$ cat config.mk
export PLATFORM = sky130hd
export DESIGN_NAME = zero_mean_patch_correlation
export DESIGN_NICKNAME = d
export VERILOG_FILES = /design/src/sv/zmpc_pkg.sv /design/src/sv/zmpc_dp.sv /design/src/sv/zmpc_ctrl.sv /design/src/sv/zero_mean_patch_correlation.sv
export SDC_FILE = /design/constraint.sdc
export NUM_CORES = 2
export LEC_CHECK = 0
export BUFFER_PORTS_ARGS = -buffer_cell sky130_fd_sc_hd__buf_2
export CORE_ASPECT_RATIO = 1.2
export CORE_MARGIN = 3
export CORE_UTILIZATION = 32
export DETAILED_ROUTE_END_ITERATION = 7
export PLACE_DENSITY_LB_ADDON = 0.3
export SLEW_MARGIN = 20
export SYNTH_ARGS = -nofsm -noshare
export SYNTH_HDL_FRONTEND = slang
export SYNTH_SLANG_ARGS = --single-unit
$ cat constraint.sdc
create_clock -name clock -period 8.34 [get_ports clock]
set_input_delay 1.251 -clock clock [delete_from_list [all_inputs] [get_ports clock]]
set_output_delay 1.251 -clock clock [all_outputs]
set_load 0.05 [all_outputs]
$ cat src/sv/zmpc_pkg.sv
`default_nettype none
package zmpc_pkg;

   localparam int DIV_STEPS = 15;

   typedef struct packed {
      logic [15:0] ref_sample;
      logic [15:0] cand_sample;
   } req_type;

   typedef struct packed {
      logic signed [15:0] correlation;
      logic               corr_valid;
   } rsp_type;

   typedef enum logic [8:0] {
      S_IDLE   = 9'b000000001,
      S_MLOAD  = 9'b000000010,
      S_MRUN   = 9'b000000100,
      S_MSTORE = 9'b000001000,
      S_RLOAD  = 9'b000010000,
      S_ROOT   = 9'b000100000,
      S_DINIT  = 9'b001000000,
      S_DIV    = 9'b010000000,
      S_DONE   = 9'b100000000
   } state_type;

   typedef enum logic [2:0] {
      SEL_N_RR = 3'd0,
      SEL_R_R  = 3'd1,
      SEL_N_CC = 3'd2,
      SEL_C_C  = 3'd3,
      SEL_N_RC = 3'd4,
      SEL_R_C  = 3'd5,
      SEL_V    = 3'd6
   } sel_type;

   typedef struct packed {
      logic    accum;
      logic    clear;
      logic    mul_load;
      logic    mul_step;
      logic    mul_store;
      sel_type sel;
      logic    root_load;
      logic    root_step;
      logic    div_init;
      logic    div_step;
      logic    rsp_load;
   } cmd_type;

   typedef struct packed {
      logic last;
      logic d_zero;
   } status_type;

endpackage
`default_nettype wire

$ cat src/sv/zmpc_dp.sv
`default_nettype none
module zmpc_dp import zmpc_pkg::*; #(
   parameter int MAX_HALF    = 15,
   parameter int SAMPLE_BITS = 16
) (
   input  wire         clock,
   input  wire         reset,
   input  cmd_type     cmd,
   output status_type  status,
   input  req_type     req_data,
   input  wire         csr_write,
   input  wire  [3:0]  csr_data,
   output rsp_type     rsp_data
);

   localparam int NB = $clog2((2 * MAX_HALF + 1) * (2 * MAX_HALF + 1) + 1);
   localparam int SB = SAMPLE_BITS;
   localparam int SW = SB + NB;
   localparam int QW = 2 * SB + NB;
   localparam int MW = 2 * SB + 2 * NB;
   localparam int PW = 2 * MW;

   logic [3:0]    whalf_ff;
   logic [NB-1:0] count_ff;
   logic [SW-1:0] s0_ff, s1_ff;
   logic [QW-1:0] s00_ff, s11_ff, s01_ff;
   logic [PW-1:0] ma_ff, prod_ff, rad_ff;
   logic [MW-1:0] mb_ff, tmp_ff, v0_ff, v1_ff, mag_ff, root_ff;
   logic          neg_ff;
   logic [MW+1:0] rem_ff;
   logic [MW:0]   r_ff;
   logic [15:0]   quo_ff;
   rsp_type       rsp_ff;

   logic [4:0]    h5, hsat;
   logic [5:0]    side;
   logic [11:0]   n_full;
   logic [NB-1:0] n, count_inc;
   logic [SB-1:0] a, b;
   logic [2*SB-1:0] aa, bb, ab;
   logic [MW-1:0] opa, opb, plo;
   logic [MW+1:0] rem_sh, trial;
   logic [MW:0]   r2;
   rsp_type       rsp_in;

   always_comb begin
      h5        = {1'b0, whalf_ff};
      hsat      = (h5 > 5'(MAX_HALF)) ? 5'(MAX_HALF) : h5;
      side      = {hsat, 1'b1};
      n_full    = {6'd0, side} * {6'd0, side};
      n         = NB'(n_full);
      count_inc = count_ff + NB'(1);
      a         = req_data.ref_sample[SB-1:0];
      b         = req_data.cand_sample[SB-1:0];
      aa        = a * a;
      bb        = b * b;
      ab        = a * b;
      plo       = prod_ff[MW-1:0];
      rem_sh    = {rem_ff[MW-1:0], rad_ff[PW-1:PW-2]};
      trial     = {root_ff, 2'b01};
      r2        = {r_ff[MW-1:0], 1'b0};
      status.last   = (count_inc == n);
      status.d_zero = (root_ff == '0);
      case (cmd.sel)
         SEL_N_RR: begin opa = MW'(n);      opb = MW'(s00_ff); end
         SEL_R_R:  begin opa = MW'(s0_ff);  opb = MW'(s0_ff);  end
         SEL_N_CC: begin opa = MW'(n);      opb = MW'(s11_ff); end
         SEL_C_C:  begin opa = MW'(s1_ff);  opb = MW'(s1_ff);  end
         SEL_N_RC: begin opa = MW'(n);      opb = MW'(s01_ff); end
         SEL_R_C:  begin opa = MW'(s0_ff);  opb = MW'(s1_ff);  end
         SEL_V:    begin opa = v0_ff;       opb = v1_ff;       end
         default:  begin opa = '0;          opb = '0;          end
      endcase
      if (status.d_zero) begin
         rsp_in.correlation = '0;
         rsp_in.corr_valid  = 1'b0;
      end else if (neg_ff) begin
         rsp_in.correlation = ~quo_ff + 16'd1;
         rsp_in.corr_valid  = 1'b1;
      end else begin
         rsp_in.correlation = quo_ff[15] ? 16'h7fff : quo_ff;
         rsp_in.corr_valid  = 1'b1;
      end
   end

   always_ff @(posedge clock) begin
      if (reset) begin
         whalf_ff <= 4'd5;
         count_ff <= '0;
         s0_ff    <= '0;
         s1_ff    <= '0;
         s00_ff   <= '0;
         s11_ff   <= '0;
         s01_ff   <= '0;
      end else if (csr_write || cmd.clear) begin
         if (csr_write) begin
            whalf_ff <= csr_data;
         end
         count_ff <= '0;
         s0_ff    <= '0;
         s1_ff    <= '0;
         s00_ff   <= '0;
         s11_ff   <= '0;
         s01_ff   <= '0;
      end else if (cmd.accum) begin
         count_ff <= count_inc;
         s0_ff    <= s0_ff + SW'(a);
         s1_ff    <= s1_ff + SW'(b);
         s00_ff   <= s00_ff + QW'(aa);
         s11_ff   <= s11_ff + QW'(bb);
         s01_ff   <= s01_ff + QW'(ab);
      end
   end

   always_ff @(posedge clock) begin
      if (cmd.mul_load) begin
         ma_ff   <= PW'(opa);
         mb_ff   <= opb;
         prod_ff <= '0;
      end else if (cmd.mul_step) begin
         if (mb_ff[0]) begin
            prod_ff <= prod_ff + ma_ff;
         end
         ma_ff <= {ma_ff[PW-2:0], 1'b0};
         mb_ff <= {1'b0, mb_ff[MW-1:1]};
      end
      if (cmd.mul_store) begin
         case (cmd.sel)
            SEL_N_RR, SEL_N_CC, SEL_N_RC: tmp_ff <= plo;
            SEL_R_R: v0_ff <= tmp_ff - plo;
            SEL_C_C: v1_ff <= tmp_ff - plo;
            SEL_R_C: begin
               neg_ff <= (tmp_ff < plo);
               mag_ff <= (tmp_ff < plo) ? plo - tmp_ff : tmp_ff - plo;
            end
            SEL_V:   rad_ff <= prod_ff;
            default: tmp_ff <= tmp_ff;
         endcase
      end
      if (cmd.root_load) begin
         rem_ff  <= '0;
         root_ff <= '0;
      end else if (cmd.root_step) begin
         if (rem_sh >= trial) begin
            rem_ff  <= rem_sh - trial;
            root_ff <= {root_ff[MW-2:0], 1'b1};
         end else begin
            rem_ff  <= rem_sh;
            root_ff <= {root_ff[MW-2:0], 1'b0};
         end
         rad_ff <= {rad_ff[PW-3:0], 2'b00};
      end
      if (cmd.div_init) begin
         if (mag_ff >= root_ff) begin
            quo_ff <= 16'd1;
            r_ff   <= '0;
         end else begin
            quo_ff <= 16'd0;
            r_ff   <= {1'b0, mag_ff};
         end
      end else if (cmd.div_step) begin
         if (r2 >= {1'b0, root_ff}) begin
            r_ff   <= r2 - {1'b0, root_ff};
            quo_ff <= {quo_ff[14:0], 1'b1};
         end else begin
            r_ff   <= r2;
            quo_ff <= {quo_ff[14:0], 1'b0};
         end
      end
      if (cmd.rsp_load) begin
         rsp_ff <= rsp_in;
      end
   end

   assign rsp_data = rsp_ff;

endmodule
`default_nettype wire

$ cat src/sv/zmpc_ctrl.sv
`default_nettype none
module zmpc_ctrl import zmpc_pkg::*; #(
   parameter int MUL_STEPS = 52
) (
   input  wire         clock,
   input  wire         reset,
   input  status_type  status,
   output cmd_type     cmd,
   input  wire         req_valid,
   output logic        req_ready,
   output logic        rsp_valid,
   input  wire         rsp_ready
);

   localparam int STEP_W = $clog2(MUL_STEPS);

   state_type         state_ff, state_in;
   sel_type           sel_ff, sel_in;
   logic [STEP_W-1:0] step_ff, step_in;
   logic              rsp_valid_ff, rsp_valid_in;

   always_comb begin
      state_in     = state_ff;
      sel_in       = sel_ff;
      step_in      = step_ff + STEP_W'(1);
      rsp_valid_in = rsp_valid_ff && !rsp_ready;
      cmd          = '0;
      cmd.sel      = sel_ff;
      req_ready    = 1'b0;
      case (state_ff)
         S_IDLE: begin
            req_ready = 1'b1;
            if (req_valid) begin
               cmd.accum = 1'b1;
               if (status.last) begin
                  sel_in   = SEL_N_RR;
                  state_in = S_MLOAD;
               end
            end
         end
         S_MLOAD: begin
            cmd.mul_load = 1'b1;
            step_in      = '0;
            state_in     = S_MRUN;
         end
         S_MRUN: begin
            cmd.mul_step = 1'b1;
            if (step_ff == STEP_W'(MUL_STEPS - 1)) begin
               state_in = S_MSTORE;
            end
         end
         S_MSTORE: begin
            cmd.mul_store = 1'b1;
            state_in      = S_MLOAD;
            case (sel_ff)
               SEL_N_RR: sel_in = SEL_R_R;
               SEL_R_R:  sel_in = SEL_N_CC;
               SEL_N_CC: sel_in = SEL_C_C;
               SEL_C_C:  sel_in = SEL_N_RC;
               SEL_N_RC: sel_in = SEL_R_C;
               SEL_R_C:  sel_in = SEL_V;
               default:  state_in = S_RLOAD;
            endcase
         end
         S_RLOAD: begin
            cmd.root_load = 1'b1;
            step_in       = '0;
            state_in      = S_ROOT;
         end
         S_ROOT: begin
            cmd.root_step = 1'b1;
            if (step_ff == STEP_W'(MUL_STEPS - 1)) begin
               state_in = S_DINIT;
            end
         end
         S_DINIT: begin
            cmd.div_init = 1'b1;
            step_in      = '0;
            state_in     = status.d_zero ? S_DONE : S_DIV;
         end
         S_DIV: begin
            cmd.div_step = 1'b1;
            if (step_ff == STEP_W'(DIV_STEPS - 1)) begin
               state_in = S_DONE;
            end
         end
         S_DONE: begin
            if (!rsp_valid_ff || rsp_ready) begin
               cmd.rsp_load = 1'b1;
               cmd.clear    = 1'b1;
               rsp_valid_in = 1'b1;
               state_in     = S_IDLE;
            end
         end
         default: state_in = S_IDLE;
      endcase
   end

   always_ff @(posedge clock) begin
      if (reset) begin
         state_ff     <= S_IDLE;
         sel_ff       <= SEL_N_RR;
         step_ff      <= '0;
         rsp_valid_ff <= 1'b0;
      end else begin
         state_ff     <= state_in;
         sel_ff       <= sel_in;
         step_ff      <= step_in;
         rsp_valid_ff <= rsp_valid_in;
      end
   end

   assign rsp_valid = rsp_valid_ff;

endmodule
`default_nettype wire

$ cat src/sv/zero_mean_patch_correlation.sv
// Zero-mean normalized cross-correlation over a square window of pixel pairs.
// req channel: one word per pair (reference pixel, candidate pixel), taken
//   one per cycle while the window fills.
// csr channel: one word writes the window half width h (always ready); the
//   window holds (2h+1)^2 pairs, h capped at MAX_HALF; any write restarts it.
// rsp channel: one word per full window, correlation in Q1.15 and a valid
//   flag that is low when either patch has zero variance.
// After the last pair of a window a shift-add multiplier runs seven products
//   on M-bit operands, with M = 2*SAMPLE_BITS + 2*ceil(log2(Nmax+1)); then a
//   digit-by-digit root of M bits, a restoring divide (skipped on zero
//   variance) and the output load follow, during which req is not ready.
//   The pairs of a new window are thus taken only once the result is loaded.
// The result waits in an output register; the next window fills while it
//   is stalled, and only the following result waits for the receiver.
// Reset (synchronous) sets h to 5, clears the sums and drops any result.
`default_nettype none
module zero_mean_patch_correlation import zmpc_pkg::*; #(
   parameter int MAX_HALF    = 15,
   parameter int SAMPLE_BITS = 16
) (
   input  wire         clock,
   input  wire         reset,
   input  wire         req_valid,
   output logic        req_ready,
   input  req_type     req_data,
   output logic        rsp_valid,
   input  wire         rsp_ready,
   output rsp_type     rsp_data,
   input  wire         csr_valid,
   output logic        csr_ready,
   input  wire  [3:0]  csr_data
);

   localparam int NB = $clog2((2 * MAX_HALF + 1) * (2 * MAX_HALF + 1) + 1);
   localparam int MW = 2 * SAMPLE_BITS + 2 * NB;

   cmd_type    cmd;
   status_type status;

   assign csr_ready = 1'b1;

   zmpc_ctrl #(
      .MUL_STEPS(MW)
   ) u_ctrl (
      .clock     (clock),
      .reset     (reset),
      .status    (status),
      .cmd       (cmd),
      .req_valid (req_valid),
      .req_ready (req_ready),
      .rsp_valid (rsp_valid),
      .rsp_ready (rsp_ready)
   );

   zmpc_dp #(
      .MAX_HALF    (MAX_HALF),
      .SAMPLE_BITS (SAMPLE_BITS)
   ) u_dp (
      .clock     (clock),
      .reset     (reset),
      .cmd       (cmd),
      .status    (status),
      .req_data  (req_data),
      .csr_write (csr_valid && csr_ready),
      .csr_data  (csr_data),
      .rsp_data  (rsp_data)
   );

endmodule
`default_nettype wire
After elaboration in Yosys (flattened, before gate mapping). Index checks and enable logic that the tools add are counted.

Word-level logic and storage cells: 148. Output and inout bits: 20. Input bits: 41. Register bits: 973.

$mul: 4. Reductions and logical operators: 24. Bitwise gates (word level): 1. Mux-type cells: 50. Add/sub/neg operators: 13. Equal/unequal tests: 25. Order comparisons: 4.

Operators by type and width (count): 52-bit two-way mux (10); 104-bit two-way mux (4); 52-bit case mux with 6 select lines (1); 52-bit case mux with 4 select lines (1); 52-bit subtractor (4); 42-bit by 32-bit adder with 42-bit output (3); 104-bit adder (1); 16-bit by 16-bit multiplier with 32-bit output (3); 9-bit case mux with 9 select lines (1); 9-bit two-way mux (7); 54-bit >= comparator (1); 53-bit by 52-bit >= comparator with 1-bit output (1); 26-bit by 16-bit adder with 26-bit output (2); 52-bit >= comparator (1); 52-bit logical NOT (1); 52-bit < comparator (1); 16-bit two-way mux (2); 3-bit case mux with 6 select lines (1); 1-bit two-way mux (17); 17-bit two-way mux (1); 16-bit by 1-bit adder with 16-bit output, second input constant (1); 16-bit inverter (1); 15-bit two-way mux (1); 2-bit AND reduction (6); other kinds (35) (49).

Logic depth before layout (Yosys ltp).
Depth after elaboration: 6. Depth in mapped cells: 29. Mapped depth without buffers: 27.

Cells and area by module. From an unflattened synthesis, not the netlist that was laid out.

Cell total of the unflattened synthesis: 10029. Area, all modules: 87246.2 µm².

Modules (own cells, without submodules): zmpc_dp (area each 86130.1 µm², seq. area each 23082.1 µm², times used 1, cells each 9892); zmpc_ctrl (area each 1104.8 µm², seq. area each 380.4 µm², times used 1, cells each 135); zero_mean_patch_correlation (area each 11.3 µm², seq. area each 0.0 µm², times used 1, cells each 2).

Worst setup path before layout. No wires, ideal clock.

Path kind: input to register. From: input port req_data[3] in the netlist's numbering. To: register u_dp.s11_ff[33]. Arrival time: 7511 ps. Library setup time: 63 ps. Buffers on the path: 2. Slack: 765 ps. Stages on the path: 24. Data required time: 8277 ps. Cell sequence: clkbuf_1 -> clkbuf_1 -> nand2_1 -> fa_1 -> fa_1 -> fa_1 -> fa_1 -> inv_1 -> fa_1 -> inv_1 -> fa_1 -> inv_1 -> ha_1 -> o21a_1 -> o21ai_0 -> or3_1 -> a31oi_1 -> nor2_1 -> o41ai_1 -> a41oi_1 -> a21oi_1 -> a31oi_1 -> or4_1 -> nand3_1.

Word-level cells in the longest chain between the ends: 2.

Ends and longest elaborated chain: start: declaration (RTL line zero_mean_patch_correlation.sv:25) `input req_type req_data,`; 16-bit by 16-bit multiplier with 32-bit output (RTL line zmpc_dp.sv:56) `bb = b * b;`; 42-bit by 32-bit adder with 42-bit output (RTL line zmpc_dp.sv:110) `s11_ff <= s11_ff + QW'(bb);`; end signal: assignment (RTL line zmpc_dp.sv:110); end: declaration (RTL line zmpc_dp.sv:26) `logic [QW-1:0] s00_ff, s11_ff, s01_ff;`.

Every way passes these cells. A chain may end at the register's enable or synchronous reset.

Worst setup path in the final report.
From: input port req_data[27] in the netlist's numbering. To: register u_dp.s00_ff[41].

Word-level cells in the longest chain between the ends: 2.

Ends and longest elaborated chain: 16-bit by 16-bit multiplier with 32-bit output (RTL line zmpc_dp.sv:55) `aa = a * a;`; 42-bit by 32-bit adder with 42-bit output (RTL line zmpc_dp.sv:109) `s00_ff <= s00_ff + QW'(aa);`; end signal: assignment (RTL line zmpc_dp.sv:109); end: declaration (RTL line zmpc_dp.sv:26).

Every way passes these cells.

==> qor.txt <==
status: finished clean
clk buf depth: 3
Critical Path End: u_dp.s00_ff[41]$_SDFFE_PP0P_
Post-synth EDFFs: 398
Async SR Flop Fraction: 0%
Global Route Usage Sum: 19.01%
Syn Nets: 11.49k
syn_area_per_cell: 8.516 µm²
max cap viols: 0
unrepaired setup endpoints after global routing: false
input/output buffers: 59
area occupied by multi-input gates: 55540 µm²
root buffer selected by CTS: clkbuf_16
worst skew pair latency: 0.76 ns
sequential share of the synthesized area: 27.31%
Filler cells: 27.56k
Die Y: 573.6 µm
critical path fanouts, max: 18
worst setup margin: 0.5309 ns
drt initial violations: 4686
post-CTS setup buffers: 0
Non-Filler Instances: 13.54k
Synth Cell Area: 85910 µm²
hold crit path type: register to register
Yosys Warn Count: 0
GPL Wtd Cong: 0.9011
highest clock rate: 128.1 MHz
total power: 25.84 mW
Seq. cell area: 23470 µm²
WL/cell: 19.69 µm
grt met2 use: 32.83%
Worst-path clk slew: 0.06 ns
prevailing post-synth register cell: dfxtp_1
vias in the first global route: 70.75k
post-route minimum period: 7.809 ns
placed cells: 13.33k
Max VDD drop: 0.0005573 V
Via Count: 70.70k
CP Launch Type: input pin
Boundary Pins: 61
cts hold-fix bufs: 0
Post-Route WL: 266.6 mm
ratio of final minimum period to clock period: 93.63%
first-pass GRT wire length: 416.7 mm
largest net degree at the start of global routing: 187
r2r setup slk: 1.80 ns
busiest grt layer: met2
CTS tree: yes
initial core utilization: 32.30%
Post-Route Skew: 0.05807 ns
net count reported at finish: 11.29k
WHS: 0.4515 ns
leakage: 42.54 nW
Setup-failing EPs final: 0
reg2reg start: u_dp.s00_ff[3]$_SDFFE_PP0P_
clock sink count: 973
dpl hpwl: 205.9 mm
Rel. slew slack: 23.21%
Core Region: 266000 µm²
Worst Hold Depth: 2
crit path from: req_data[27]
Worst Setup Path Type: input pin to register
initial antenna violation count: 7
CP arrival: 8.37 ns
Die Width: 479.0 µm
synthesized instance count: 10.09k
fin util: 35.23%
GR Util met3: 1.907%
Worst EP required: 8.91 ns
Setup crit end kind: register
Antenna Nets Post-Route: 0
CTS resizes: 0
setup slack after placement: -0.2022 ns
Worst Max-Slew Pin Slew: 1.152 ns
CTS Buf Count: 108
Power Density: 275.7 nW/µm²
area delta synth->final: 9.079%
DRC violations left: 0
Hold Fails Final Rpt: 0
Reg2Reg Depth: 22
Final Max Tran Viols: 0
share of cells above drive strength 1: 5.178%
H-tree depth: 3
Rows: 207
met1 GRT Util: 24.64%
reg2reg end: u_dp.s00_ff[41]$_SDFFE_PP0P_
Cell variety after synth: 97
die area: 274800 µm²
post-synthesis sequential element count: 973
DRT Pass-1 Iters: 6
GRT overflow: 0
vias per inst: 5.221
-- per-layer routing --
metal	share of wire, %	wire, µm
met1	43	115400
met3	4.5	11960
met4	3.8	10150
met2	48	129100
met5	0	0
-- cell families after synthesis --
| family | Yosys count | share of synthesized area, % |
|---|---|---|
| adder cells (fa/ha/maj) | 1358 | 25.16 |
| buffers and inverters | 1870 | 8.231 |
| AO/OA/AOI/OAI | 2371 | 16.94 |
| multiplexers | 214 | 2.751 |
| other | 1 | 0.004365 |
| flip-flops | 973 | 27.31 |
| XOR/XNOR | 454 | 4.628 |
| AND/OR/NAND/NOR | 2847 | 14.98 |
-- worst max-delay path, cell delays in order --
cell       delay, ns
buf_2           0.29
buf_4           0.36
nand2_1         0.15
fa_1            0.53
inv_1           0.06
fa_1            0.53
inv_1           0.05
fa_1            0.47
inv_1           0.05
fa_1            0.46
fa_1            0.49
inv_1           0.05
fa_1            0.47
inv_1           0.04
ha_1            0.28
a21oi_1         0.08
nor2b_1         0.12
o21ai_0         0.09
nand2b_1        0.09
a21oi_1         0.06
o21ai_0         0.40
nor3_1          0.13
a211oi_1        0.76
o31ai_1         0.29
a2111oi_0       0.58
xnor2_1         0.18
nor2_1          0.05
-- worst min path at each step --
stage                            startpoint                            to  slack [ns]
2_1_floorplan  u_dp.rem_ff[50]$_SDFFE_PP0P_  u_dp.rem_ff[50]$_SDFFE_PP0P_        0.43
3_3_place_gp    u_dp.s11_ff[6]$_SDFFE_PP0P_   u_dp.s11_ff[6]$_SDFFE_PP0P_        0.44
3_5_place_dp   u_dp.s01_ff[11]$_SDFFE_PP0P_  u_dp.s01_ff[11]$_SDFFE_PP0P_        0.44
4_1_cts        u_dp.s01_ff[11]$_SDFFE_PP0P_  u_dp.s01_ff[11]$_SDFFE_PP0P_        0.45
5_1_grt        u_dp.s01_ff[12]$_SDFFE_PP0P_  u_dp.s01_ff[12]$_SDFFE_PP0P_        0.47
6_report       u_dp.s01_ff[11]$_SDFFE_PP0P_  u_dp.s01_ff[11]$_SDFFE_PP0P_        0.45
-- cell usage after synthesis (205+ instances only) --
library cell  number  area (µm²)
o21ai_0          510        2552
nand2_1         1186        4452
ha_1             742        9284
nor2_1           693        2601
dfxtp_1          575       11510
inv_1           1349        5064
clkbuf_1         447        1678
edfxtp_1         398       11950
fa_1             616       12330
a21o_1           261        1959
and2_1           205        1282
a21oi_1          929        4649
xnor2_1          289        2531
-- layout make-up --
type / instances / share of cell area (%)
well taps: 3553 / 4.744
diodes: 5 / 0.01335
inverters: 1355 / 5.427
clock buffers: 142 / 3.223
clock inverters: 63 / 0.6235
repair buffers: 207 / 1.661
flip-flops and latches: 973 / 25.05
multi-input cells: 7245 / 59.26
-- report_power, final --
part	internal [mW]	switching (mW)	total, mW
Clock	2.70	2.24	4.94
Combinational	6.58	9.04	15.6
Sequential	5.08	0.184	5.27
Total	14.4	11.5	25.8
-- cell usage in the layout (no fill, tap or decap), types with 55 or more instances in the layout --
cell / n
a211oi_1: 55
a21o_1: 261
a21oi_1: 928
a31oi_1: 60
and2_1: 201
and3_1: 66
buf_2: 59
buf_4: 136
clkbuf_16: 112
dfxtp_1: 572
edfxtp_1: 398
fa_1: 616
ha_1: 742
inv_1: 1348
mux2i_1: 181
nand2_1: 1180
nand2b_1: 60
nand3_1: 173
nand4_1: 110
nor2_1: 689
nor2b_1: 82
nor3_1: 101
o21a_1: 62
o21ai_0: 510
o21bai_1: 74
xnor2_1: 289
xor2_1: 165
-- sequential cells by signal, indices dropped and copies added (netlist names), 3 cells and up --
name / flops
u_dp.whalf_ff: 4
u_dp.s0_ff: 26
u_dp.tmp_ff: 52
u_dp.s1_ff: 26
u_dp.count_ff: 10
u_dp.s11_ff: 42
u_ctrl.state_ff: 9
u_dp.v1_ff: 52
u_dp.s01_ff: 42
u_dp.mag_ff: 52
u_dp.root_ff: 52
u_dp.rem_ff: 52
u_ctrl.sel_ff: 3
u_dp.v0_ff: 52
u_dp.r_ff: 52
u_dp.quo_ff: 16
u_dp.s00_ff: 42
u_dp.ma_ff: 104
u_dp.rad_ff: 104
u_dp.prod_ff: 104
u_ctrl.step_ff: 6
u_dp.rsp_data: 17
u_dp.mb_ff: 52
-- per-stage QoR --
| step | TNS [ns] | instance area, µm² |
|---|---|---|
| 6_report | 0 | 93710 |
| 5_1_grt | 0 | 93710 |
| 4_1_cts | 0 | 93700 |
| 3_5_place_dp | -0.2022 | 90100 |
| 3_3_place_gp | -0.1051 | 90100 |
| 2_1_floorplan | 0 | 85910 |
Power figures use the tool's default switching activity.
